### config.mk
export PLATFORM = sky130hd
export DESIGN_NAME = omc_ctrl
export DESIGN_NICKNAME = d
export VERILOG_FILES = /design/src/rtl/omc_pkg.sv /design/src/rtl/omc_ctrl.sv
export SDC_FILE = /design/constraint.sdc
export NUM_CORES = 1
export LEC_CHECK = 0
export BUFFER_PORTS_ARGS = -buffer_cell sky130_fd_sc_hd__buf_2
export CAP_MARGIN = 20
export CORE_AREA = 2 2 39 41
export CTS_BUF_LIST = sky130_fd_sc_hd__clkbuf_4 sky130_fd_sc_hd__clkbuf_8 sky130_fd_sc_hd__clkbuf_16
export CTS_CLUSTER_SIZE = 12
export DETAILED_ROUTE_END_ITERATION = 6
export DIE_AREA = 0 0 41 43
export SLEW_MARGIN = 5
export SYNTH_ARGS = -nofsm -noshare
export SYNTH_HDL_FRONTEND = slang
export SYNTH_SLANG_ARGS = --single-unit
### constraint.sdc
create_clock -name i_clk -period 1.05 [get_ports i_clk]
set_input_delay 0.0525 -clock i_clk [delete_from_list [all_inputs] [get_ports i_clk]]
set_output_delay 0.0525 -clock i_clk [all_outputs]
set_load 0.02 [all_outputs]
### src/rtl/omc_pkg.sv
package omc_pkg;

    localparam int TABLE_DEPTH    = 1024;
    localparam int STABLE_FRAMES  = 8;
    localparam int BACKOFF_MAX    = 8;
    localparam int RECHECK_FRAMES = 16;
    localparam int SETTLE_FACTOR  = 4;
    localparam int STILL_CAP      = STABLE_FRAMES * BACKOFF_MAX * SETTLE_FACTOR;

    localparam int IDX_W   = $clog2(TABLE_DEPTH);
    localparam int STILL_W = $clog2(STILL_CAP + 1);
    localparam int BO_W    = $clog2(BACKOFF_MAX + 1) + 1;
    localparam int CMP_W   = STILL_W + BO_W + 4;
    localparam int EPOCH_W = 32;
    localparam int BOUND_W = 127;

    // input opcodes
    localparam logic OP_VISIT = 1'b0;
    localparam logic OP_TICK  = 1'b1;

    // configuration register indexes
    localparam logic CFG_SPLIT_EN  = 1'b0;
    localparam logic CFG_PASS_MODE = 1'b1;

    // pass filter modes
    localparam logic [1:0] PASS_ALL     = 2'd0;
    localparam logic [1:0] PASS_STATIC  = 2'd1;
    localparam logic [1:0] PASS_DYNAMIC = 2'd2;

    typedef struct packed {
        logic                 valid;
        logic                 moving;
        logic [STILL_W-1:0]   still;
        logic [BO_W-1:0]      backoff;
        logic [BOUND_W-1:0]   bounds;
        logic [EPOCH_W-1:0]   seen;
        logic [EPOCH_W-1:0]   checked;
    } t_entry;

    typedef struct packed {
        logic accept;
        logic clear_step;
        logic writeback;
    } t_cmd;

    typedef struct packed {
        logic need_lookup;
        logic clear_last;
    } t_status;

endpackage

### src/rtl/omc_ctrl.sv
module omc_ctrl
    import omc_pkg::*;
(
    input  logic    i_clk,
    input  logic    i_rst_n,
    input  logic    start,
    input  t_status i_status,
    output t_cmd    o_cmd,
    output logic    busy
);

    typedef enum logic [1:0] {
        S_CLEAR,
        S_IDLE,
        S_LOOKUP
    } t_state;

    t_state r_state;
    logic   r_busy;

    always_comb begin
        o_cmd            = '0;
        o_cmd.accept     = (r_state == S_IDLE) && start;
        o_cmd.clear_step = (r_state == S_CLEAR);
        o_cmd.writeback  = (r_state == S_LOOKUP);
    end

    always_ff @(posedge i_clk) begin
        if (!i_rst_n) begin
            r_state <= S_CLEAR;
            r_busy  <= 1'b1;
        end else begin
            case (r_state)
                S_CLEAR: begin
                    if (i_status.clear_last) begin
                        r_state <= S_IDLE;
                        r_busy  <= 1'b0;
                    end
                end
                S_IDLE: begin
                    if (start && i_status.need_lookup) begin
                        r_state <= S_LOOKUP;
                        r_busy  <= 1'b1;
                    end
                end
                S_LOOKUP: begin
                    r_state <= S_IDLE;
                    r_busy  <= 1'b0;
                end
                default: begin
                    r_state <= S_IDLE;
                    r_busy  <= 1'b0;
                end
            endcase
        end
    end

    assign busy = r_busy;

endmodule

* Word level (Yosys, flattened, before mapping)
Cells that the tools add are included.
Word-level totals: output and inout port bits 4, flip-flop bits (word level) 3
Operators by class: reductions and logical operators 4, mux-type cells 6, eq/ne operators 4
Operators by type and width (number):
- 2-bit 2-to-1 mux | 2
- 2-bit case mux with 2 select lines | 1
- 2-bit by 1-bit == test with 1-bit output, second input constant | 1
- 2-bit == test, second input constant | 1
- 1-bit logical AND | 2
- 2-bit zero test | 1
- 1-bit 2-to-1 mux | 2
- 2-bit by 1-bit inequality test with 1-bit output, second input constant | 1
- 2-bit inequality test, second input constant | 1
- 1-bit case mux with 2 select lines | 1
- 2-bit AND reduction | 1

* Longest topological paths before layout
word-level depth 3, depth in mapped cells 3

* Least setup slack after synthesis
Ideal clock, no wire load.
path kind reg-to-reg, from register r_state[1], to register r_busy, in the netlist busy, stages on the path, launching flop included 4, arrival time 0.791 ns, path slack 0.172 ns, path buffers 0, period minus slack after synthesis 0.878 ns, path through dfxtp_1 and4b_1 nor2_1 o31ai_1
On the way: cells in the longest elaborated chain, start to end 3
RTL lines:
- from (decl) | line omc_ctrl.sv:18 | t_state r_state;
- from (signal assigned) | line omc_ctrl.sv:30 | r_state <= S_CLEAR;
- from (signal assigned) | line omc_ctrl.sv:36 | r_state <= S_IDLE;
- from (signal assigned) | line omc_ctrl.sv:42 | r_state <= S_LOOKUP;
- 2-bit by 1-bit == test with 1-bit output / 2-bit zero test (equally long branches) | line omc_ctrl.sv:33 | case (r_state)
- 2-bit by 1-bit inequality test with 1-bit output (no line) / 2-bit inequality test (equally long branches)
- 2-bit AND reduction (no line)
- to (signal assigned) | line omc_ctrl.sv:31 | r_busy <= 1'b1;
- to (signal assigned) | line omc_ctrl.sv:37 | r_busy <= 1'b0;
- to (signal assigned) | line omc_ctrl.sv:43 | r_busy <= 1'b1;
- to (decl) | line omc_ctrl.sv:19 | logic r_busy;
Several ways; a longest one is shown, not always the timed one. A chain may end at the register's enable or synchronous reset.

==> flow_summary.toml <==
[run_status]
status = "complete, no violations"

[timing]
tightest_slew_ns = 0.1847
fmax_mhz = 1015
setup_violations = 0
final_hold_viol_count = 0
rsz0062_at_grt = "no"
period_minus_slack_ns = 0.9851
slew_violations = 0
fin_setup_tns_ns = 0
finalClockSkew_ns = 0.0007690
slew_headroom_pct = 87.58
finalCritPeriodShare_pct = 93.82

[floorplan]
rows = 14
dieArea_sq_mm = 0.001763
die_h_um = 43
core_sq_mm = 0.001384
die_x_um = 41
ioPinCount = 9
initial_core_util_pct = 9.403

[clock_network]
cts_tree = "done"
clock_sinks = 3
insertion_delay_ns = 0.23
cts_buffer_depth = 2
clockRootBuffer = "clkbuf_4"
h-tree-depth = 1
post-cts-setup-buffers = 0
worst_setup_hold_path_clk_slew_ns = 0.04
cts-buffers-inserted = 3

[yosys]
syn_area_sq_um = 130.1
synth_top_cells_by_area = "dfxtp_1, nor2_1, o31ai_1"
synthesis.nets = 19
synth_top_area_cell = "dfxtp_1"
synth_top_family_by_area = "simple AND/OR/NAND/NOR gates"
synth_edf_count = 0
synth_flop_cell = "dfxtp_1"
yosysTopAreaCellShare_pct = 46.15
async_reset_ff_share_pct = 0
synth-compound-area-share_pct = 11.54
synthSimpleGateAreaFrac_pct = 42.31
yosysUniqueCellTypes = 8
yosysSeqAreaShare_pct = 46.15
synth_top_cells_by_count = "nor2_1, dfxtp_1, o31ai_1"
postSynthCellCount = 14
synth-xor-area-share_pct = 0
avgSynthCellArea_sq_um = 9.295
ys_seq_elements = 3
yosysWarnings = 0
synth-adder-area-share_pct = 0
synthMostInstantiatedCell = "nor2_1"
synthMuxAreaShare_pct = 0

[hold_path]
worst_hold_path_type = "in -> reg"

[placement]
place.gp.congestion = 0.6320
place_hpwl_um = 242.9
port_buffers = 8
dp.cells = 39

[routing]
drt-vias-per-instance = 3.262
first_pass_iters = 1
routedWlPerCell_um = 7.119
wirelength_um = 299
ant_nets = 0
drc_errors = 0
drtIter0Drc = 0
vias = 137

[cells_and_area]
layout.nets = 32
nFillCells = 162
drive_above_1_share_pct = 61.54
n_antenna_cell = 0
final_cells = 42
syn_to_final_growth_pct = 75.00

[power_and_ir_drop]
power.internal_mw = 0.3162
seqPwrFrac_pct = 31.8
power_frac_comb_pct = 12.4
switching_power_mw = 0.09174
ir_drop_uv = 240.0
switching_share_pct = 22.49
p_clk_share_pct = 55.7
p_per_area_mw_per_mm2 = 1791
p_leak_nw = 0.1134

[worst_setup_path]
critPathBufInv = 1
cpPeakStageDelay_ns = 0.35
cp-end-kind = "output pin"
cp.arrival_ns = 0.93
crit_slowest_cell = "dfxtp_2"
worstSetupPathType = "reg -> out"
cp_data_required_time_ns = 1.00
reg2reg_slack_ns = 0.10
cp_top_family = "flip-flops"
cp_max_fo = 6
cp_cell_sequence = "and2b_2, buf_6"
start_kind = "flop"

[job]
maxCapViolCount = 0

[global_route]
first_global_vias = 136
grt_max_degree = 7
track_usage_pct = 4.605
antenna_found_initial = 0
grt-ovfl-total = 0
grt_pass1_wl_um = 441
cell usage in the layout (no fill, tap or decap), drive strengths merged:
cell and n:
and2 1, and2b 2, and4b 1, buf 8, clkbuf 4, dfxtp 3
nand2 1, nor2 4, o31ai 2
stage by stage:
step                      power (mW)  util (%)  instance area (sq um)  hold slack, ns  worst slack, ns
after floorplan               0.1604         -                  130.1          0.1236           0.1718
after global placement        0.1820     14.29                  197.7          0.2568           0.1050
after detailed placement      0.1826     14.29                  197.7          0.2576           0.1073
after CTS                     0.4208     16.37                  226.5         0.01294         0.003982
after global routing          0.4322     16.46                  227.7         0.01923          0.02706
final                         0.4079     16.46                  227.7         0.02025          0.06492
final timing paths:
kind                                              start           endpoint  cells past startpoint
worst max-delay path            r_state[0]$_SDFFE_PN0P_           o_cmd[0]                      2
worst min-delay path                            i_rst_n  busy$_SDFFE_PN1P_                      2
worst max register to register  r_state[1]$_SDFFE_PN0P_  busy$_SDFFE_PN1P_                      3
worst min register to register        busy$_SDFFE_PN1P_  busy$_SDFFE_PN1P_                      2
per-layer routing:
metal / vias to the layer above / wire length (um) / track usage [%]
li1: 71 / - / -
met1: 58 / 90 / 3.185
met2: 6 / 155 / 5.000
met3: 2 / 38 / 1.047
met4: 0 / 14 / 12.00
met5: - / 0 / 0
registers in the layout, summed over array words and instances, names as in the netlist:
name     flops
r_state      2
busy         1
cell type report:
class / instances / area, sq um / area share (%)
Tap cell: 16 / 20.02 / 8.791
Timing Repair Buffer: 8 / 46.29 / 20.33
Clock buffer: 4 / 30.03 / 13.19
Multi-Input combinational cell: 11 / 70.07 / 30.77
Sequential cell: 3 / 61.31 / 26.92
power by group through the flow:
stage                     Combinational (mW)  Sequential (mW)  Clock [mW]
after floorplan                       0.0266            0.134           0
after global placement                0.0518            0.130           0
after detailed placement              0.0525            0.130           0
after CTS                             0.0514            0.129       0.240
after global routing                  0.0551            0.131       0.246
final                                 0.0507            0.130       0.227
cells by family after synthesis:
family / after synthesis
compound gates: 2
simple gates: 9
flops: 3
worst reg2reg max path, stage by stage (launching register included):
cell and delay [ns]:
dfxtp_1 0.34, and4b_1 0.30, nor2_1 0.05, o31ai_1 0.17
repair_timing:
item	4_1_cts	5_1_grt
setup endpoints to repair	1	2
gates cloned	0	0
hold buffers	0	0
resized for setup	2	1
Power figures use the tool's default switching activity.
